`src/sbrag_pkg.sv`:
```
// ----------------------------------------------------------------------------
// sbrag_pkg
// Shared types, widths and constants of the sub-block row address generator.
// ----------------------------------------------------------------------------
`default_nettype none

package sbrag_pkg;

	// Counter range and dimension limit
	localparam int EXTENT_BITS = 12;
	localparam int MAX_DIMS    = 4;

	// Field widths
	localparam int NDIM_W  = 3;
	localparam int ELEM_W  = 4;
	localparam int EXT_W   = 13;
	localparam int START_W = 12;
	localparam int OFF_W   = 51;
	localparam int RUN_W   = 16;
	localparam int ADDR_W  = 5;
	localparam int DATA_W  = 32;

	// Derived widths
	localparam int CNT_W   = EXTENT_BITS;
	localparam int IDX_W   = ((START_W > CNT_W) ? START_W : CNT_W) + 1;
	localparam int LIM_W   = ((CNT_W + 1) > EXT_W) ? (CNT_W + 1) : EXT_W;
	localparam int PROD_W  = EXT_W + ELEM_W;
	localparam int B_W     = 2 * EXT_W;
	localparam int C_W     = 3 * EXT_W;
	localparam int SPLIT   = 2 * EXT_W;
	localparam int C_HI_W  = C_W - SPLIT;
	localparam int T2_W    = IDX_W + EXT_W;
	localparam int T1_W    = IDX_W + B_W;
	localparam int PLO_W   = IDX_W + SPLIT;
	localparam int PHI_W   = IDX_W + C_HI_W;

	localparam logic [LIM_W-1:0] CNT_LIMIT = LIM_W'(1) << CNT_W;
	localparam logic [RUN_W-1:0] RUN_MAX   = '1;

	// Request codes
	localparam logic REQ_START = 1'b0;
	localparam logic REQ_NEXT  = 1'b1;

	typedef struct packed {
		logic               req_type;
		logic [START_W-1:0] rel_start_0;
		logic [START_W-1:0] rel_start_1;
		logic [START_W-1:0] rel_start_2;
		logic [START_W-1:0] rel_start_3;
		logic [EXT_W-1:0]   sub_extent_0;
		logic [EXT_W-1:0]   sub_extent_1;
		logic [EXT_W-1:0]   sub_extent_2;
		logic [EXT_W-1:0]   sub_extent_3;
	} req_item_t;

	typedef struct packed {
		logic [OFF_W-1:0] src_offset;
		logic [OFF_W-1:0] dst_offset;
		logic [RUN_W-1:0] run_bytes;
		logic             last_run;
	} run_item_t;

	typedef struct packed {
		logic [NDIM_W-1:0] dim_count;
		logic [ELEM_W-1:0] elem_bytes;
		logic [EXT_W-1:0]  src_extent_1;
		logic [EXT_W-1:0]  src_extent_2;
		logic [EXT_W-1:0]  src_extent_3;
	} cfg_t;

	// Fields that ride along the address pipeline unchanged
	typedef struct packed {
		logic [ELEM_W-1:0] eb;
		logic [RUN_W-1:0]  run;
		logic [OFF_W-1:0]  dst;
		logic              last;
	} tail_t;

	// One run, right-aligned: slot 3 is the innermost dimension
	typedef struct packed {
		logic [IDX_W-1:0]   idx0;
		logic [IDX_W-1:0]   idx1;
		logic [IDX_W-1:0]   idx2;
		logic [START_W-1:0] idx3;
		logic [EXT_W-1:0]   e0;
		logic [EXT_W-1:0]   e1;
		logic [EXT_W-1:0]   e2;
		tail_t              tail;
	} desc_t;

endpackage

`default_nettype wire

```
`src/sbrag_cfg.sv`:
```
// ----------------------------------------------------------------------------
// sbrag_cfg
// APB register file: dimension count, element size and source extents.
// ----------------------------------------------------------------------------
`default_nettype none

module sbrag_cfg import sbrag_pkg::*; (
	input  wire logic              clk,
	input  wire logic              arst_n,
	input  wire logic              psel,
	input  wire logic              penable,
	input  wire logic              pwrite,
	input  wire logic [ADDR_W-1:0] paddr,
	input  wire logic [DATA_W-1:0] pwdata,
	output logic      [DATA_W-1:0] prdata,
	output logic                   pready,
	output cfg_t                   cfg
);

	localparam logic [2:0] REG_DIM_COUNT  = 3'd0;
	localparam logic [2:0] REG_ELEM_BYTES = 3'd1;
	localparam logic [2:0] REG_SRC_EXT_1  = 3'd2;
	localparam logic [2:0] REG_SRC_EXT_2  = 3'd3;
	localparam logic [2:0] REG_SRC_EXT_3  = 3'd4;

	cfg_t       cfg_q;
	logic       wr_en;
	logic [2:0] reg_sel;

	assign pready  = 1'b1;
	assign wr_en   = psel && penable && pwrite;
	assign reg_sel = paddr[ADDR_W-1:2];
	assign cfg     = cfg_q;

	// register writes
	always_ff @(posedge clk or negedge arst_n) begin
		if (!arst_n) begin
			cfg_q.dim_count    <= NDIM_W'(1);
			cfg_q.elem_bytes   <= ELEM_W'(1);
			cfg_q.src_extent_1 <= EXT_W'(1);
			cfg_q.src_extent_2 <= EXT_W'(1);
			cfg_q.src_extent_3 <= EXT_W'(1);
		end else if (wr_en) begin
			case (reg_sel)
				REG_DIM_COUNT:  cfg_q.dim_count    <= pwdata[NDIM_W-1:0];
				REG_ELEM_BYTES: cfg_q.elem_bytes   <= pwdata[ELEM_W-1:0];
				REG_SRC_EXT_1:  cfg_q.src_extent_1 <= pwdata[EXT_W-1:0];
				REG_SRC_EXT_2:  cfg_q.src_extent_2 <= pwdata[EXT_W-1:0];
				REG_SRC_EXT_3:  cfg_q.src_extent_3 <= pwdata[EXT_W-1:0];
				default: ;
			endcase
		end
	end

	// read mux
	always_comb begin
		case (reg_sel)
			REG_DIM_COUNT:  prdata = DATA_W'(cfg_q.dim_count);
			REG_ELEM_BYTES: prdata = DATA_W'(cfg_q.elem_bytes);
			REG_SRC_EXT_1:  prdata = DATA_W'(cfg_q.src_extent_1);
			REG_SRC_EXT_2:  prdata = DATA_W'(cfg_q.src_extent_2);
			REG_SRC_EXT_3:  prdata = DATA_W'(cfg_q.src_extent_3);
			default:        prdata = '0;
		endcase
	end

endmodule

`default_nettype wire

```
`config.mk`:
```
export PLATFORM = sky130hd
export DESIGN_NAME = sbrag_cfg
export DESIGN_NICKNAME = d
export VERILOG_FILES = /design/src/sbrag_pkg.sv /design/src/sbrag_cfg.sv
export SDC_FILE = /design/constraint.sdc
export NUM_CORES = 1
export LEC_CHECK = 0
export BUFFER_PORTS_ARGS = -buffer_cell sky130_fd_sc_hd__buf_2
export CAP_MARGIN = 20
export CORE_UTILIZATION = 39
export CTS_CLUSTER_SIZE = 24
export DETAILED_ROUTE_END_ITERATION = 10
export PLACE_DENSITY = 0.77
export SYNTH_ARGS = -nofsm -noshare
export SYNTH_HDL_FRONTEND = slang
export SYNTH_SLANG_ARGS = --single-unit
```
`constraint.sdc`:
```
create_clock -name clk -period 1.94 [get_ports clk]
set_clock_uncertainty 0.2 [all_clocks]
set_input_delay 0.582 -clock clk [delete_from_list [all_inputs] [get_ports clk]]
set_output_delay 0.582 -clock clk [all_outputs]
set_load 0.01 [all_outputs]
```
==> results.cfg <==
[grt]
grt_pass1_vias = 1714
grt_pass1_wl_um = 8580
grt_antenna_before_repair = 0
overflow = 0
grt_usage_pct = 18.0
grt_max_degree = 29

[finish]
stdcell_count = 356
final_cell_area_mm2 = 0.00321
area_growth_pct = 37.7
regArea_mm2 = 0.00116
antenna_cells = 0
nNetsFinal = 325
nFillCells = 482
drive_above_1_share_pct = 66.5
multi_input_area_mm2 = 0.00116
largest_register_ffs = 46

[logic_synthesis]
synth_warnings = 0
synthTopCellsByArea = dfrtp_1, mux2_2, buf_4
synth_most_common_cell = dfrtp_1
ys_seq_elements = 46
synth_edf_count = 0
synthDistinctLibCells = 28
synth_flop_cell = dfrtp_1
yosys.area.top_type = dfrtp_1
synthArstFlopShare_pct = 100
ys_seq_area_share_pct = 49.6
synth.avg_cell_area_um2 = 13.0
synthesis.area_mm2 = 0.00233
synthCells = 180
synth_top_area_share_pct = 44.0
yosys-top-cells-count = dfrtp_1, mux2_2, buf_4

[pwr]
power.switching_uw = 852
vdd_drop_max_v = 0.000520
p_int_mw = 2.01
leakage_nw = 1.64
p_clk_share_pct = 24.8
seqPwrFrac_pct = 46.0
power_density_mw_per_mm2 = 890
finalPower_mw = 2.86
p_comb_share_pct = 29.2
swShare_pct = 29.8

[placed_design]
place.gp.congestion = 0.763
port_buffers = 79
dp_cells = 344
dp_hpwl_um = 4120
placed_area_mm2 = 0.00294
pre_cts_ws_ns = -0.411

[clocking]
cts_buffers = 5
cts-root-buf = clkbuf_8
clockBufferDepth = 2
cts_tree = done
hold_buffers = 0
clk_pin_slew_ns = 0.08
clk_latency_ns = 0.29
htree_levels = 2
tritoncts_num_sinks = 46

[die]
ios = 121
dieArea_mm2 = 0.00630
core_mm2 = 0.00564
die_y_um = 79.4
num_rows = 27
initial_core_util_pct = 41.4
die_w_um = 79.4

[sta]
fin_crit_ns = 2.16
fin_crit_sh_pct = 111
slew_viol_final = 0
whs_ns = 0.0259
worst_slack_ns = -0.222
finalSetupViolations = 13
rsz0062_at_grt = yes
max_freq_ghz = 0.462
hold_violations = 0

[detailed_routing]
wirelength_um = 5470
avgRoutedWirePerCell_um = 15.4
drt_iter0_markers = 31
ant_nets = 0
drc = 0
vias_per_cell = 4.87
drt-pass1-iter-count = 4
num_vias = 1732

[setup_path]
cp.required_ns = 1.16
cp-start-kind = primary input
crit_family = compound AO/OA/AOI/OAI gates
r2r-start = cfg[27]
critPathCaptureType = primary output
cpMaxStageDelayCell = and2b_2
path_class = primary input to primary output
arrival_ns = 1.38
path_cells = buf_12 > and2b_2 > a22oi_2 > o22ai_2 > buf_2
critPathMaxStageDelay_ns = 0.23
cp_max_fo = 5
crit_buf_inv = 2
regToRegSetupSlack_ns = 0.85
setup.worst_path.start = paddr[2]

[outcome]
outcome = complete, but fails checks
violations = negative setup slack

[min_path]
min_path_type = primary input to async pin

[job]
maxCapViolations = 0
-- power by group through the flow --
stage                     combinational (mW)  clock (mW)  sequential [mW]
after floorplan                        0.396           0             1.39
after global placement                 0.779           0             1.31
after detailed placement               0.797           0             1.33
after CTS                              0.836       0.737             1.31
after global routing                   0.900       0.775             1.34
final                                  0.834       0.709             1.32
-- layout make-up --
class / instances / share of cell area, %
clock buffer: 5 / 2.14
clock inverter: 3 / 1.40
inverter: 1 / 0.117
multi-input combinational: 123 / 36.2
sequential: 46 / 36.0
tap: 72 / 2.80
timing repair buffer: 106 / 21.3
-- kinds of logic (layout without fill, tap and decap cells) --
| kind of cell | count (synthesis) | after routing | synth area share [%] |
|---|---|---|---|
| multiplexers | 59 | 59 | 29.5 |
| flip-flops | 46 | 46 | 49.6 |
| buffers and inverters | 29 | 115 | 9.17 |
| AND/OR/NAND/NOR | 24 | 24 | 6.27 |
| AO/OA/AOI/OAI | 20 | 20 | 5.09 |
| other | 2 | 20 | 0.322 |
-- per-stage QoR --
| stage | utilization (%) | setup TNS, ns |
|---|---|---|
| 6_report | 57.0 | -2.43 |
| 5_1_grt | 57.0 | -3.09 |
| 4_1_cts | 56.4 | -2.58 |
| 3_5_place_dp | 52.2 | -11.99 |
| 3_3_place_gp | 52.2 | -10.82 |
| 2_1_floorplan | - | -1.81 |
-- per-layer routing --
metal  up-vias  track usage, %  part of all wire (%)
met5         -               0                     0
met4         0            3.82                  0.42
met3         4            4.02                   4.7
met2        61            31.3                    51
met1       860            22.7                    44
li1        807               -                     -
-- timing repair --
item	CTS	global route
hold endpoints to repair	0	0
buffers inserted	2	1
pin swaps	15	5
gates cloned	1	0
gates resized for setup	23	7
setup endpoints to repair	13	13
-- worst reg2reg max path: cells and delay by family, from the launching register on --
family / cells / cell delay [ns]
mux: 1 / 0.26
buf+inv: 1 / 0.14
flops: 1 / 0.38
-- placed cells by master, fill, tap and decap left out, drive strengths merged --
master,instances
mux2,49
a32oi,1
nor3b,5
clkbuf,5
bufinv,1
nand4b,1
nor2,2
dfstp,5
dfrtp,41
o21ai,10
nand2,11
nor2b,1
and4,1
and2b,1
buf,106
inv,1
nand2b,1
o22ai,3
or3,1
mux2i,10
o22a,1
a22oi,3
a21oi,2
clkinvlp,2
conb,20
-- worst paths after layout --
kind | end | depth (start not counted)
setup / recovery | prdata[3] | 5
max in group asynchronous | cfg[42] | 2
min in group clk | cfg[12] | 1
setup reg to reg | cfg[27] | 2
hold / removal | cfg[45] | 1
hold reg to reg | cfg[12] | 1
Note: power is estimated with default switching activity, not from simulation.
