--- config.mk ---
export PLATFORM = sky130hd
export DESIGN_NAME = sbrag_dp
export DESIGN_NICKNAME = d
export VERILOG_FILES = /design/src/sbrag_pkg.sv /design/src/sbrag_dp.sv
export SDC_FILE = /design/constraint.sdc
export NUM_CORES = 2
export LEC_CHECK = 0
export BUFFER_PORTS_ARGS = -buffer_cell sky130_fd_sc_hd__buf_2
export CELL_PAD_IN_SITES_DETAIL_PLACEMENT = 0
export CELL_PAD_IN_SITES_GLOBAL_PLACEMENT = 1
export CORE_MARGIN = 5
export CORE_UTILIZATION = 56
export CTS_CLUSTER_SIZE = 30
export DETAILED_ROUTE_END_ITERATION = 16
export GPL_TIMING_DRIVEN = 1
export HOLD_SLACK_MARGIN = 0.03
export PLACE_DENSITY_LB_ADDON = 0.1
export RECOVER_POWER = 50
export SYNTH_ARGS = -nofsm -noshare
export SYNTH_HDL_FRONTEND = slang
export SYNTH_SLANG_ARGS = --single-unit
--- constraint.sdc ---
create_clock -name clk -period 42.2 [get_ports clk]
set_clock_uncertainty 0.15 [all_clocks]
set_input_delay 6.33 -clock clk [delete_from_list [all_inputs] [get_ports clk]]
set_output_delay 6.33 -clock clk [all_outputs]
set_load 0.01 [all_outputs]
--- src/sbrag_pkg.sv ---
// ----------------------------------------------------------------------------
// sbrag_pkg
// Shared types, widths and constants of the sub-block row address generator.
// ----------------------------------------------------------------------------
`default_nettype none

package sbrag_pkg;

	// Counter range and dimension limit
	localparam int EXTENT_BITS = 12;
	localparam int MAX_DIMS    = 4;

	// Field widths
	localparam int NDIM_W  = 3;
	localparam int ELEM_W  = 4;
	localparam int EXT_W   = 13;
	localparam int START_W = 12;
	localparam int OFF_W   = 51;
	localparam int RUN_W   = 16;
	localparam int ADDR_W  = 5;
	localparam int DATA_W  = 32;

	// Derived widths
	localparam int CNT_W   = EXTENT_BITS;
	localparam int IDX_W   = ((START_W > CNT_W) ? START_W : CNT_W) + 1;
	localparam int LIM_W   = ((CNT_W + 1) > EXT_W) ? (CNT_W + 1) : EXT_W;
	localparam int PROD_W  = EXT_W + ELEM_W;
	localparam int B_W     = 2 * EXT_W;
	localparam int C_W     = 3 * EXT_W;
	localparam int SPLIT   = 2 * EXT_W;
	localparam int C_HI_W  = C_W - SPLIT;
	localparam int T2_W    = IDX_W + EXT_W;
	localparam int T1_W    = IDX_W + B_W;
	localparam int PLO_W   = IDX_W + SPLIT;
	localparam int PHI_W   = IDX_W + C_HI_W;

	localparam logic [LIM_W-1:0] CNT_LIMIT = LIM_W'(1) << CNT_W;
	localparam logic [RUN_W-1:0] RUN_MAX   = '1;

	// Request codes
	localparam logic REQ_START = 1'b0;
	localparam logic REQ_NEXT  = 1'b1;

	typedef struct packed {
		logic               req_type;
		logic [START_W-1:0] rel_start_0;
		logic [START_W-1:0] rel_start_1;
		logic [START_W-1:0] rel_start_2;
		logic [START_W-1:0] rel_start_3;
		logic [EXT_W-1:0]   sub_extent_0;
		logic [EXT_W-1:0]   sub_extent_1;
		logic [EXT_W-1:0]   sub_extent_2;
		logic [EXT_W-1:0]   sub_extent_3;
	} req_item_t;

	typedef struct packed {
		logic [OFF_W-1:0] src_offset;
		logic [OFF_W-1:0] dst_offset;
		logic [RUN_W-1:0] run_bytes;
		logic             last_run;
	} run_item_t;

	typedef struct packed {
		logic [NDIM_W-1:0] dim_count;
		logic [ELEM_W-1:0] elem_bytes;
		logic [EXT_W-1:0]  src_extent_1;
		logic [EXT_W-1:0]  src_extent_2;
		logic [EXT_W-1:0]  src_extent_3;
	} cfg_t;

	// Fields that ride along the address pipeline unchanged
	typedef struct packed {
		logic [ELEM_W-1:0] eb;
		logic [RUN_W-1:0]  run;
		logic [OFF_W-1:0]  dst;
		logic              last;
	} tail_t;

	// One run, right-aligned: slot 3 is the innermost dimension
	typedef struct packed {
		logic [IDX_W-1:0]   idx0;
		logic [IDX_W-1:0]   idx1;
		logic [IDX_W-1:0]   idx2;
		logic [START_W-1:0] idx3;
		logic [EXT_W-1:0]   e0;
		logic [EXT_W-1:0]   e1;
		logic [EXT_W-1:0]   e2;
		tail_t              tail;
	} desc_t;

endpackage

`default_nettype wire

--- src/sbrag_dp.sv ---
// ----------------------------------------------------------------------------
// sbrag_dp
// Source offset pipeline: strides, per-dimension products, sum and scale
// by element size, ending in the result register.
// ----------------------------------------------------------------------------
`default_nettype none

module sbrag_dp import sbrag_pkg::*; (
	input  wire logic  clk,
	input  wire logic  arst_n,
	input  wire desc_t desc,
	input  wire logic  produce,
	output logic       take_ready,
	output logic       run_valid,
	input  wire logic  run_ready,
	output run_item_t  run_data
);

	logic v_s1, v_s2, v_s3, v_s4, v_s5, v_s6, v_s7;
	logic en1, en2, en3, en4, en5, en6, en7;

	desc_t              desc_s1;
	logic [T2_W-1:0]    t2_s2, t2_s3;
	logic [B_W-1:0]     b_s2;
	logic [EXT_W-1:0]   e0_s2;
	logic [IDX_W-1:0]   idx0_s2, idx1_s2, idx0_s3;
	logic [START_W-1:0] idx3_s2, idx3_s3;
	logic [C_W-1:0]     c_s3;
	logic [T1_W-1:0]    t1_s3;
	logic [PLO_W-1:0]   plo_s4;
	logic [PHI_W-1:0]   phi_s4, phi_s5;
	logic [OFF_W-1:0]   sum_s4, part_s5, elems_s6;
	tail_t              tail_s2, tail_s3, tail_s4, tail_s5, tail_s6;
	run_item_t          run_s7;
	logic [OFF_W-1:0]   src_scaled;

	// stall chain: a stage moves when it is empty or the next one moves
	assign en7        = !v_s7 || run_ready;
	assign en6        = !v_s6 || en7;
	assign en5        = !v_s5 || en6;
	assign en4        = !v_s4 || en5;
	assign en3        = !v_s3 || en4;
	assign en2        = !v_s2 || en3;
	assign en1        = !v_s1 || en2;
	assign take_ready = en1;

	assign run_valid = v_s7;
	assign run_data  = run_s7;

	// stage valids
	always_ff @(posedge clk or negedge arst_n) begin
		if (!arst_n) begin
			v_s1 <= 1'b0;
			v_s2 <= 1'b0;
			v_s3 <= 1'b0;
			v_s4 <= 1'b0;
			v_s5 <= 1'b0;
			v_s6 <= 1'b0;
			v_s7 <= 1'b0;
		end else begin
			if (en1) v_s1 <= produce;
			if (en2) v_s2 <= v_s1;
			if (en3) v_s3 <= v_s2;
			if (en4) v_s4 <= v_s3;
			if (en5) v_s5 <= v_s4;
			if (en6) v_s6 <= v_s5;
			if (en7) v_s7 <= v_s6;
		end
	end

	// elem_bytes scaling as four shifted adds
	always_comb begin
		src_scaled = '0;
		for (int i = 0; i < ELEM_W; i++) begin
			if (tail_s6.eb[i]) src_scaled = src_scaled + (elems_s6 << i);
		end
	end

	// stage payloads
	always_ff @(posedge clk) begin
		// s1: descriptor
		if (en1) desc_s1 <= desc;
		// s2: two-dimension stride, innermost outer term
		if (en2) begin
			b_s2    <= B_W'(desc_s1.e1) * B_W'(desc_s1.e2);
			t2_s2   <= T2_W'(desc_s1.idx2) * T2_W'(desc_s1.e2);
			e0_s2   <= desc_s1.e0;
			idx0_s2 <= desc_s1.idx0;
			idx1_s2 <= desc_s1.idx1;
			idx3_s2 <= desc_s1.idx3;
			tail_s2 <= desc_s1.tail;
		end
		// s3: three-dimension stride, middle term
		if (en3) begin
			c_s3    <= C_W'(e0_s2) * C_W'(b_s2);
			t1_s3   <= T1_W'(idx1_s2) * T1_W'(b_s2);
			t2_s3   <= t2_s2;
			idx0_s3 <= idx0_s2;
			idx3_s3 <= idx3_s2;
			tail_s3 <= tail_s2;
		end
		// s4: outermost term as two partial products, sum of the rest
		if (en4) begin
			plo_s4  <= PLO_W'(idx0_s3) * PLO_W'(c_s3[SPLIT-1:0]);
			phi_s4  <= PHI_W'(idx0_s3) * PHI_W'(c_s3[C_W-1:SPLIT]);
			sum_s4  <= OFF_W'(idx3_s3) + OFF_W'(t1_s3) + OFF_W'(t2_s3);
			tail_s4 <= tail_s3;
		end
		// s5: add low partial
		if (en5) begin
			part_s5 <= sum_s4 + OFF_W'(plo_s4);
			phi_s5  <= phi_s4;
			tail_s5 <= tail_s4;
		end
		// s6: add high partial, element index complete
		if (en6) begin
			elems_s6 <= part_s5 + (OFF_W'(phi_s5) << SPLIT);
			tail_s6  <= tail_s5;
		end
		// s7: result register
		if (en7) begin
			run_s7.src_offset <= src_scaled;
			run_s7.dst_offset <= tail_s6.dst;
			run_s7.run_bytes  <= tail_s6.run;
			run_s7.last_run   <= tail_s6.last;
		end
	end

	a_s6_moves_to_out: assert property (@(posedge clk) disable iff (!arst_n)
		(v_s6 && en6) |=> v_s7)
		else $error("run lost between last stage and result register");

	a_full_blocks_take: assert property (@(posedge clk) disable iff (!arst_n)
		(v_s1 && v_s2 && v_s3 && v_s4 && v_s5 && v_s6 && v_s7 && !run_ready) |-> !take_ready)
		else $error("new run taken while pipeline full and stalled");

endmodule

`default_nettype wire

==> impl_metrics.toml <==
[outcome]
outcome = "complete, but fails checks"
failed_checks = "max-capacitance violations, max-slew violations"

[clocking]
cts.repair_timing.setup_buffer_count = 0
post_cts.resized_instances = 0
post_cts_hold_buffers = 0
cts-buffers-inserted = 110
cts_htree_levels = 3
clk_pin_slew_ns = 0.06
cts_buffer_depth = 3
cts_num_sinks = 1101
worst_skew_pair.late_latency_ns = 0.77
cts_root_buffer = "sky130_fd_sc_hd__clkbuf_16"
clock_tree_from_tritoncts = "yes"

[final_layout]
n_fill_cell = 13700
multi_input_area_sq_um = 55100
finalNonFillerCells = 11000
finalNetCount = 10800
synthToLayoutAreaGrowth_pct = 7.83
area.sequential_sq_um = 33000
final_core_util = 0.607
final_layout_size_suffix_gt1_frac = 0.0698
num_antenna_cells = 0

[placed_design]
place_congestion = 0.880
place_inst = 10800
dp.final_hpwl_um = 159000
port_buffers = 286

[sta]
max_clock_freq_mhz = 63.5
final.min_clock_period_ns = 15.76
timing.final.crit_share = 0.373
remaining_max_slew_budget_at_the_tightest_pin = -1.31
totalNegativeSetupSlack_ns = 0
rsz0062_at_grt = "no"
setup_viol = 0
worst_margin_slew_ns = 3.46
timing_max_transition_violations_final = 304
hold_viol_final = 0

[detailed_routing]
wl_per_cell_um = 19.0
drt_wl_total_um = 210000
detailedRoute.firstIterationViolations = 3215
met1_length_um = 90400
met3_wirelength_um = 9950
post-route-drc-count = 0
dr_total_vias = 61000
postRouteAntennaNets = 0
wl_met2_um = 104000
drt_pass1_iterations = 5
route.top_layer_used = "met5"
route.detailed.vias_per_inst = 5.53

[global_route]
total_track_usage = 0.244
vias_in_the_first_global_route = 64500
grt.overflow.total = 0
grt_max_degree = 99
number_of_antenna_violations_at_the_first_check_in_global_routing = 3
grt_first_pass_wirelength_um = 341000

[logic_synthesis]
synth.yosys.warnings = 0
syn-instance-count = 8585
synthDominantCellAreaShare = 0.349
syn_avg_cell_area_sq_um = 11.0
combined_area_of_all_synthesized_cells_sq_um = 94100
ys_types = 87
synth_enable_flop_cells = 1094
cell_taking_the_most_area_after_synthesis = "sky130_fd_sc_hd__edfxtp_1"
synth.ff_latch_count = 1101
synth_sequential_area_ratio = 0.351
post_synthesis_net_count = 10600
synthTopCellsByArea = "sky130_fd_sc_hd__edfxtp_1 35%, sky130_fd_sc_hd__fa_1 25%, sky130_fd_sc_hd__ha_1 9.2%"
synth_flop_cell = "sky130_fd_sc_hd__edfxtp_1"
asyncSetResetFlopFracSynth = 0.00636

[critical_path]
path_common_cell = "sky130_fd_sc_hd__buf_2"
critPathMaxStageDelay_ns = 0.88
timing.critical_path.from_type = "input pin"
worstPathMaxFanout = 17
timing.critical_path.slowest_stage_cell = "sky130_fd_sc_hd__nor2_1"
cp-end-kind = "output port"
crit_path_arrival_time_ns = 9.28
worst-setup-path-type = "in -> out"
path_cells = "buf_2, nor2b_1, nand3_1, nor2_1, nand4_1, buf_2"
timing.critical_path.required_ns = 35.72

[floorplanning]
initial_core_util = 0.563
dieWidth_um = 420
chipHeight_um = 420
core_area_sq_um = 167000
row_count = 150
boundaryPins = 287
die_area_sq_um = 176000

[min_path]
holdCritPathClass = "reg -> reg"

[run]
max_cap_viol_count = 5
==> worst paths after layout <==
check | startpoint | to | slack, ns | cells after the start
setup / recovery | run_ready | take_ready | 26.44 | 6
hold / removal | tail_s3[38] | tail_s4[38] | 0.23 | 0
setup reg to reg | tail_s6[68] | run_data[117] | 30.68 | 38
hold reg to reg | tail_s3[38] | tail_s4[38] | 0.23 | 0
max in group asynchronous | arst_n | v_s1 | 36.30 | 1
min in group asynchronous | arst_n | v_s3 | 5.30 | 1
==> through the flow <==
| stage | cell area [sq um] | hold slack (ns) | setup WS [ns] |
|---|---|---|---|
| finish | 101000 | 0.226 | 26.44 |
| global route | 101000 | 0.233 | 26.19 |
| CTS | 102000 | 0.226 | 26.75 |
| detailed placement | 97700 | 0.255 | 26.78 |
| global placement | 97700 | 0.250 | 26.87 |
| floorplan | 94100 | 0.250 | 20.04 |
==> synthesized netlist by cell type, types with 108 or more instances <==
cell type and n:
sky130_fd_sc_hd__fa_1 1172, sky130_fd_sc_hd__and2_1 575, sky130_fd_sc_hd__clkbuf_1 326, sky130_fd_sc_hd__nand2_1 1237, sky130_fd_sc_hd__a21oi_1 330, sky130_fd_sc_hd__edfxtp_1 1094, sky130_fd_sc_hd__xor2_1 108, sky130_fd_sc_hd__xnor2_1 244
sky130_fd_sc_hd__o21ai_0 202, sky130_fd_sc_hd__nor2_1 250, sky130_fd_sc_hd__inv_1 1251, sky130_fd_sc_hd__a21o_1 158, sky130_fd_sc_hd__ha_1 695
==> worst max-delay path: cells and delay by family <==
family / cells / cell delay, ns
buffers and inverters: 2 / 0.45
and+or+nand+nor: 4 / 2.48
==> flip-flops by register name, summed over array words and instances (netlist names), 26 cells and up <==
name / cells
part_s5: 41
tail_s4: 72
sum_s4: 40
plo_s4: 39
t2_s2: 26
elems_s6: 51
tail_s5: 72
tail_s2: 72
run_data: 119
t1_s3: 39
desc_s1: 162
tail_s3: 72
b_s2: 26
t2_s3: 26
c_s3: 39
tail_s6: 72
==> cell usage in the layout, fill, tap and decap left out, types with 72 or more instances in the layout <==
cell type,count
sky130_fd_sc_hd__edfxtp_1,1094
sky130_fd_sc_hd__a21o_1,158
sky130_fd_sc_hd__buf_4,81
sky130_fd_sc_hd__nand3_1,89
sky130_fd_sc_hd__a21oi_1,330
sky130_fd_sc_hd__and2_1,553
sky130_fd_sc_hd__nor2_1,250
sky130_fd_sc_hd__ha_1,695
sky130_fd_sc_hd__o21ai_0,202
sky130_fd_sc_hd__nand2_1,1236
sky130_fd_sc_hd__clkbuf_16,110
sky130_fd_sc_hd__inv_1,1249
sky130_fd_sc_hd__nor3_1,72
sky130_fd_sc_hd__xor2_1,108
sky130_fd_sc_hd__xnor2_1,244
sky130_fd_sc_hd__buf_2,247
sky130_fd_sc_hd__fa_1,1172
==> cell type report <==
class	count	share of cell area
Tap cell	2204	0.0272
Inverter	1251	0.0464
Clock inverter	86	0.0102
Sequential cell	1101	0.326
Multi-Input combinational cell	5896	0.543
Timing Repair Buffer	373	0.0200
Clock buffer	120	0.0275
==> per-layer routing <==
layer,up-vias,global-route usage
met1,30900,0.326
met4,2,0.0622
met2,1389,0.423
li1,28400,-
met3,324,0.0313
met5,-,0
==> cells by family (layout without fill, tap and decap cells) <==
logic type | count (synthesis) | after routing | share of synthesized area
adder cells (fa/ha/maj) | 1867 | 1867 | 0.342
multiplexers | 78 | 78 | 0.00916
AND/OR/NAND/NOR | 2494 | 2494 | 0.125
flip-flops | 1101 | 1101 | 0.351
XOR/XNOR | 352 | 352 | 0.0328
AO/OA/AOI/OAI | 1105 | 1105 | 0.0765
buffers and inverters | 1588 | 1830 | 0.0635
Power is not shown: default switching activity piles up to over one toggle a cycle in this logic, so the estimate is an artifact.
