[config.mk]
export PLATFORM = sky130hd
export DESIGN_NAME = sbrag_ctrl
export DESIGN_NICKNAME = d
export VERILOG_FILES = /design/src/sbrag_pkg.sv /design/src/sbrag_ctrl.sv
export SDC_FILE = /design/constraint.sdc
export NUM_CORES = 1
export LEC_CHECK = 0
export BUFFER_PORTS_ARGS = -buffer_cell sky130_fd_sc_hd__buf_2
export CAP_MARGIN = 40
export CORE_MARGIN = 8
export CORE_UTILIZATION = 50
export CTS_CLUSTER_DIAMETER = 60
export DETAILED_ROUTE_END_ITERATION = 8
export PLACE_DENSITY_LB_ADDON = 0.08
export SYNTH_ARGS = -nofsm -noshare
export SYNTH_HDL_FRONTEND = slang
export SYNTH_SLANG_ARGS = --single-unit
[constraint.sdc]
create_clock -name clk -period 13.2 [get_ports clk]
set_clock_uncertainty 0.2 [all_clocks]
set_input_delay 1.98 -clock clk [delete_from_list [all_inputs] [get_ports clk]]
set_output_delay 1.98 -clock clk [all_outputs]
set_load 0.005 [all_outputs]
[src/sbrag_pkg.sv]
// ----------------------------------------------------------------------------
// sbrag_pkg
// Shared types, widths and constants of the sub-block row address generator.
// ----------------------------------------------------------------------------
`default_nettype none

package sbrag_pkg;

	// Counter range and dimension limit
	localparam int EXTENT_BITS = 12;
	localparam int MAX_DIMS    = 4;

	// Field widths
	localparam int NDIM_W  = 3;
	localparam int ELEM_W  = 4;
	localparam int EXT_W   = 13;
	localparam int START_W = 12;
	localparam int OFF_W   = 51;
	localparam int RUN_W   = 16;
	localparam int ADDR_W  = 5;
	localparam int DATA_W  = 32;

	// Derived widths
	localparam int CNT_W   = EXTENT_BITS;
	localparam int IDX_W   = ((START_W > CNT_W) ? START_W : CNT_W) + 1;
	localparam int LIM_W   = ((CNT_W + 1) > EXT_W) ? (CNT_W + 1) : EXT_W;
	localparam int PROD_W  = EXT_W + ELEM_W;
	localparam int B_W     = 2 * EXT_W;
	localparam int C_W     = 3 * EXT_W;
	localparam int SPLIT   = 2 * EXT_W;
	localparam int C_HI_W  = C_W - SPLIT;
	localparam int T2_W    = IDX_W + EXT_W;
	localparam int T1_W    = IDX_W + B_W;
	localparam int PLO_W   = IDX_W + SPLIT;
	localparam int PHI_W   = IDX_W + C_HI_W;

	localparam logic [LIM_W-1:0] CNT_LIMIT = LIM_W'(1) << CNT_W;
	localparam logic [RUN_W-1:0] RUN_MAX   = '1;

	// Request codes
	localparam logic REQ_START = 1'b0;
	localparam logic REQ_NEXT  = 1'b1;

	typedef struct packed {
		logic               req_type;
		logic [START_W-1:0] rel_start_0;
		logic [START_W-1:0] rel_start_1;
		logic [START_W-1:0] rel_start_2;
		logic [START_W-1:0] rel_start_3;
		logic [EXT_W-1:0]   sub_extent_0;
		logic [EXT_W-1:0]   sub_extent_1;
		logic [EXT_W-1:0]   sub_extent_2;
		logic [EXT_W-1:0]   sub_extent_3;
	} req_item_t;

	typedef struct packed {
		logic [OFF_W-1:0] src_offset;
		logic [OFF_W-1:0] dst_offset;
		logic [RUN_W-1:0] run_bytes;
		logic             last_run;
	} run_item_t;

	typedef struct packed {
		logic [NDIM_W-1:0] dim_count;
		logic [ELEM_W-1:0] elem_bytes;
		logic [EXT_W-1:0]  src_extent_1;
		logic [EXT_W-1:0]  src_extent_2;
		logic [EXT_W-1:0]  src_extent_3;
	} cfg_t;

	// Fields that ride along the address pipeline unchanged
	typedef struct packed {
		logic [ELEM_W-1:0] eb;
		logic [RUN_W-1:0]  run;
		logic [OFF_W-1:0]  dst;
		logic              last;
	} tail_t;

	// One run, right-aligned: slot 3 is the innermost dimension
	typedef struct packed {
		logic [IDX_W-1:0]   idx0;
		logic [IDX_W-1:0]   idx1;
		logic [IDX_W-1:0]   idx2;
		logic [START_W-1:0] idx3;
		logic [EXT_W-1:0]   e0;
		logic [EXT_W-1:0]   e1;
		logic [EXT_W-1:0]   e2;
		tail_t              tail;
	} desc_t;

endpackage

`default_nettype wire

[src/sbrag_ctrl.sv]
// ----------------------------------------------------------------------------
// sbrag_ctrl
// Request state, outer counters and destination offset; builds one run
// descriptor per next word while a sub-block is active.
// ----------------------------------------------------------------------------
`default_nettype none

module sbrag_ctrl import sbrag_pkg::*; (
	input  wire logic      clk,
	input  wire logic      arst_n,
	input  wire cfg_t      cfg,
	input  wire logic      accept,
	input  wire req_item_t item,
	output desc_t          desc,
	output logic           produce
);

	logic                busy_q;
	logic [CNT_W-1:0]    cnt_q [3];
	logic [OFF_W-1:0]    dst_q;
	logic [START_W-1:0]  rs_q [4];
	logic [EXT_W-1:0]    ext_q [4];

	logic                start;
	logic [1:0]          inner;
	logic [LIM_W-1:0]    lim [3];
	logic [2:0]          room;
	logic [2:0]          active;
	logic                last;
	logic [CNT_W-1:0]    cnt_nxt [3];
	logic [PROD_W-1:0]   prod;
	logic [RUN_W-1:0]    run;
	logic [EXT_W-1:0]    ext_a [4];
	logic [IDX_W-1:0]    idx [3];

	assign start   = accept && (item.req_type == REQ_START);
	assign produce = accept && (item.req_type == REQ_NEXT) && busy_q;

	// innermost dimension from the clamped dimension count
	always_comb begin
		if (cfg.dim_count == '0) begin
			inner = 2'd0;
		end else if (cfg.dim_count > NDIM_W'(MAX_DIMS)) begin
			inner = 2'(MAX_DIMS - 1);
		end else begin
			inner = 2'(cfg.dim_count - NDIM_W'(1));
		end
	end

	// outer limits, last-run detect and counter advance
	always_comb begin
		logic carry;
		carry = 1'b1;
		for (int d = 0; d < 3; d++) begin
			if (LIM_W'(ext_q[d]) == '0) begin
				lim[d] = LIM_W'(1);
			end else if (LIM_W'(ext_q[d]) > CNT_LIMIT) begin
				lim[d] = CNT_LIMIT;
			end else begin
				lim[d] = LIM_W'(ext_q[d]);
			end
			room[d]   = (LIM_W'(cnt_q[d]) + LIM_W'(1)) < lim[d];
			active[d] = 2'(d) < inner;
		end
		last = &(~room | ~active);
		for (int d = 2; d >= 0; d--) begin
			cnt_nxt[d] = cnt_q[d];
			if (active[d] && carry) begin
				if (room[d]) begin
					cnt_nxt[d] = cnt_q[d] + CNT_W'(1);
					carry      = 1'b0;
				end else begin
					cnt_nxt[d] = '0;
				end
			end
		end
	end

	// run length, saturated to the field
	assign prod = PROD_W'(ext_q[inner]) * PROD_W'(cfg.elem_bytes);
	assign run  = (prod > PROD_W'(RUN_MAX)) ? RUN_MAX : prod[RUN_W-1:0];

	// right-align dimensions into fixed slots
	always_comb begin
		logic [1:0] d;
		ext_a[0] = EXT_W'(1);
		ext_a[1] = cfg.src_extent_1;
		ext_a[2] = cfg.src_extent_2;
		ext_a[3] = cfg.src_extent_3;
		for (int s = 0; s < 3; s++) begin
			d = 2'(s + int'(inner) - 3);
			if ((s + int'(inner)) >= 3) begin
				idx[s] = IDX_W'(rs_q[d]) + IDX_W'(cnt_q[d]);
			end else begin
				idx[s] = '0;
			end
		end
		desc.idx0      = idx[0];
		desc.idx1      = idx[1];
		desc.idx2      = idx[2];
		desc.idx3      = rs_q[inner];
		desc.e2        = ext_a[inner];
		desc.e1        = (inner >= 2'd1) ? ext_a[inner - 2'd1] : EXT_W'(1);
		desc.e0        = (inner >= 2'd2) ? ext_a[inner - 2'd2] : EXT_W'(1);
		desc.tail.eb   = cfg.elem_bytes;
		desc.tail.run  = run;
		desc.tail.dst  = dst_q;
		desc.tail.last = last;
	end

	// control state
	always_ff @(posedge clk or negedge arst_n) begin
		if (!arst_n) begin
			busy_q <= 1'b0;
			dst_q  <= '0;
			for (int d = 0; d < 3; d++) cnt_q[d] <= '0;
		end else if (start) begin
			busy_q <= 1'b1;
			dst_q  <= '0;
			for (int d = 0; d < 3; d++) cnt_q[d] <= '0;
		end else if (produce) begin
			dst_q <= dst_q + OFF_W'(run);
			if (last) begin
				busy_q <= 1'b0;
			end else begin
				for (int d = 0; d < 3; d++) cnt_q[d] <= cnt_nxt[d];
			end
		end
	end

	// saved request
	always_ff @(posedge clk) begin
		if (start) begin
			rs_q[0]  <= item.rel_start_0;
			rs_q[1]  <= item.rel_start_1;
			rs_q[2]  <= item.rel_start_2;
			rs_q[3]  <= item.rel_start_3;
			ext_q[0] <= item.sub_extent_0;
			ext_q[1] <= item.sub_extent_1;
			ext_q[2] <= item.sub_extent_2;
			ext_q[3] <= item.sub_extent_3;
		end
	end

	a_start_sets_busy: assert property (@(posedge clk) disable iff (!arst_n)
		start |=> busy_q)
		else $error("busy not set after start");

	a_last_clears_busy: assert property (@(posedge clk) disable iff (!arst_n)
		(produce && last) |=> !busy_q)
		else $error("busy still set after last run");

endmodule

`default_nettype wire

==> run summary <==
Summed over all nets, the switching power comes to 946 uW. The worst-case setup slack after placement is 3110 ps. The number of endpoints failing setup at the final stage is 0. Once the clock tree was built, the resizer swapped 0 gates to a different size.

In the synthesized netlist, the cells that appear most often are sky130_fd_sc_hd__nand2_1, sky130_fd_sc_hd__ha_1, sky130_fd_sc_hd__o21ai_0, sky130_fd_sc_hd__edfxtp_1, sky130_fd_sc_hd__mux2i_1. 313 I/O pins were placed. The number of flip-flops and latches in the synthesized netlist came out at 188.

The worst path meets setup with 3370 ps of slack. The area enclosed by the die boundary is 37,400 um^2. VDD sags by at most 0.0000934 V.

For this run, the leading register cell type out of synthesis is sky130_fd_sc_hd__edfxtp_1. The required time of the critical path came out at 11,020 ps. Ranked by total cell area, the synthesized netlist is headed by sky130_fd_sc_hd__edfxtp_1, sky130_fd_sc_hd__dfrtp_1, sky130_fd_sc_hd__ha_1. During placement, the flow inserted port buffers numbering 312. The internal power summed over all cells came out at 1.39 mW. The count of clock tree sinks is 188. The number of pins with negative max-slew slack in the final report was 0. Measured in cells, the most critical reg-to-reg path has a length of 26. The run finished with clean final reports. The number of nets produced by synthesis is 1,999.

The first-pass detailed-route iteration total came out at 7. The sequential-to-total area share from yosys stat came out at 0.330. The worst register-to-register path ends at dst_q[49]. At the pin with the least slew margin, the transition time is 892 ps. The number of violations reported at the end of detailed-routing iteration 0 is 1,067. The worst setup path is captured at an output pin. The per-cell via count in the routed design came out at 5.98.

The area of the mapped netlist came out at 15,800 um^2. The number of rows in the core area is 65. The critical path in this run is classified as in -> out.

The routed design could run at a clock period as short as 9830 ps. The fraction of layout instances using a drive strength above 1 came out at 0.213. The global-route usage over all layers is 0.257. The total via count after detailed routing is 14,130.

The total half-perimeter wirelength after legalization and detailed placement is 38,500 um. The startpoint identified for the worst register-to-register timing path is ext_q[1][1]. Counting the buffers created by CTS gives 17. The maximum buffer depth of the clock tree is 2. The count of endpoints failing hold in the final timing report is 0.

The part of the cycle the worst path needs is 0.744. For this configuration, the core starts out at a cell density of 0.503. The largest net degree at the start of global routing came out at 65.

The path class of the tightest hold or removal check is reg -> reg. The clock-pin slew on the worst setup and hold paths is 70 ps. The fill cell total of the finished layout came out at 2,832. The endpoint of the worst hold path is dst_q[13]. The startpoint type of the worst setup path is an input pin.

A synthesized cell averages 9.23 um^2. The number of global-route vias before repair came out at 13,874. The count of synthesis-stage warnings from yosys came out at 0. The register-to-register path setup slack came out at 5810 ps. The fmax came out at 102 MHz. The portion of total power attributed to sequential cells came out at 0.307.

The part of the total power dissipated in combinational logic came out at 0.466. The wire length of the first global-routing pass is 77,500 um. The largest total area in the synthesized netlist belongs to sky130_fd_sc_hd__edfxtp_1. Clock tree synthesis selected as its root buffer the cell sky130_fd_sc_hd__clkbuf_16.

The number of antenna violations at the first check in global routing came to 1. The max-capacitance violation count came out at 0. The total number of nets in the final design came out at 2,237.

The leakage power came out at 8.67 nW. The power share of the clock group came out at 0.227. Among all cell types in the netlist, the one instantiated most often is sky130_fd_sc_hd__nand2_1. The last weighted congestion value of the routability-driven placer is 0.905.

The y dimension of the die is 193 um. The total detailed-routing wirelength came out at 49,300 um. In the final timing run, aggregate negative setup slack is 0 ps. The critical path data arrival time is 7650 ps. Dividing the detail-routed wire length by the instance count gives 20.9 um. In this run the worst setup path begins at cfg[43].

The floorplan die width is 193 um. The worst hold path was traced through 2 stages. The worst hold path begins at dst_q[13]. The total power divided by cell area is 129 nW/um^2. The multi-input combinational cell area is 9800 um^2. The area taken by flip-flops and latches came out at 5200 um^2. CTS built an H-tree with a depth of 4. The area share of the largest cell type after synthesis is 0.191. The total setup buffers inserted after CTS came out at 0. At the later pin of the worst-skew pair, clock insertion delay measures 460 ps.

The number of synthesized flops with an enable pin is 100. The total congestion overflow is 0. The core footprint is 31,300 um^2.

The cell count after synthesis came out at 1,707. Yosys mapped the design onto 75 distinct sky130hd cell types. The post-detailed-route count of antenna-violating nets came out at 0.

The switching portion of total power is 0.405. Setup repair after global routing left no endpoint under its margin. For this run, design rule violations remaining after detail routing come to 0. The worst pin sits at a relative slew slack of 0.406. The critical-path maximum fanout came out at 44. The core utilization of the finished layout came out at 0.580. The count of hold-fix buffers inserted at cts is 0.

Counting flops with an async set or reset pin after synthesis yields a share of 0.468. The TritonCTS clock tree is yes. The area overhead of the layout relative to synthesis is 15.3%.
[critical path, stage by stage]
cell and delay (ps):
sky130_fd_sc_hd__buf_2 90, sky130_fd_sc_hd__inv_1 50, sky130_fd_sc_hd__ha_1 300, sky130_fd_sc_hd__nor2_1 140
sky130_fd_sc_hd__o21a_2 140, sky130_fd_sc_hd__buf_4 540, sky130_fd_sc_hd__mux4_2 640, sky130_fd_sc_hd__nand2_1 120
sky130_fd_sc_hd__fa_1 420, sky130_fd_sc_hd__fa_1 540, sky130_fd_sc_hd__inv_1 60, sky130_fd_sc_hd__fa_1 460
sky130_fd_sc_hd__a21o_1 180, sky130_fd_sc_hd__a21oi_1 170, sky130_fd_sc_hd__nor2b_1 100, sky130_fd_sc_hd__o41ai_2 340
sky130_fd_sc_hd__o311ai_1 160, sky130_fd_sc_hd__a21oi_1 190, sky130_fd_sc_hd__xor2_1 440, sky130_fd_sc_hd__buf_4 270
sky130_fd_sc_hd__nand4_1 130, sky130_fd_sc_hd__buf_2 170
[flip-flops by register name, summed over array words and instances, names as in the netlist]
name,cells
dst_q,51
ext_q,52
cnt_q,36
rs_q,48
busy_q,1
[layout by cell type (no fill, tap or decap), drive strengths merged, types with 7 or more instances in the layout]
master	n
buf	332
nand2	204
ha	116
o21ai	110
edfxtp	100
mux2i	96
a21oi	93
dfrtp	88
nor2	84
inv	84
and2	62
nand3	58
a21o	44
xor2	41
xnor2	39
and3	30
fa	26
mux4	25
nor2b	25
a31oi	24
nor3	24
a22oi	20
nor4	20
clkbuf	17
nand4	17
nand2b	16
o311ai	16
a211oi	14
a32o	14
o21a	11
or3	10
o31ai	9
or4	8
o41ai	8
a2111oi	7
a22o	7
[layer usage]
layer | GRT usage | up-vias | share of wire
li1 | - | 6716 | -
met4 | 0.103 | 0 | 0.034
met1 | 0.332 | 6820 | 0.42
met2 | 0.426 | 519 | 0.48
met5 | 0 | - | 0
met3 | 0.0417 | 75 | 0.060
[how the worst max path moves through the flow]
stage | end | cells after the start
final | desc[67] | 22
after detailed placement | dst_q[43] | 31
after floorplan | dst_q[50] | 30
after CTS | desc[67] | 22
after global routing | desc[160] | 20
after global placement | dst_q[49] | 28
[stage by stage]
step | area, um^2 | power (mW) | hold slack (ps) | instances
final | 18200 | 2.34 | 317 | 2361
after global routing | 18200 | 2.49 | 358 | 2360
after CTS | 18200 | 2.35 | 323 | 2360
after detailed placement | 17600 | 1.81 | 305 | 2328
after global placement | 17500 | 1.79 | 298 | 2324
after floorplan | 15800 | 1.45 | 300 | 1707
[layout make-up]
cell class | instances | share of cell area
multi-input combinational | 1330 | 0.540
sequential | 188 | 0.287
timing repair buffer | 332 | 0.0966
tap | 402 | 0.0277
clock buffer | 17 | 0.0234
inverter | 76 | 0.0159
clock inverter | 15 | 0.00958
antenna | 1 | 0.000138
[power groups by stage]
stage,Combinational [mW],Sequential (mW),Clock [mW]
2_1_floorplan,0.737,0.710,0
3_3_place_gp,1.06,0.727,0
3_5_place_dp,1.08,0.728,0
4_1_cts,1.09,0.716,0.539
5_1_grt,1.21,0.723,0.561
6_report,1.09,0.717,0.530
[cells by family after synthesis]
family	synth area share
xor+xnor	0.0445
mux	0.0982
fa+ha+maj	0.125
simple gates	0.183
flops	0.330
buf+inv	0.0488
compound gates	0.170
Note: power is estimated with default switching activity, not from simulation.
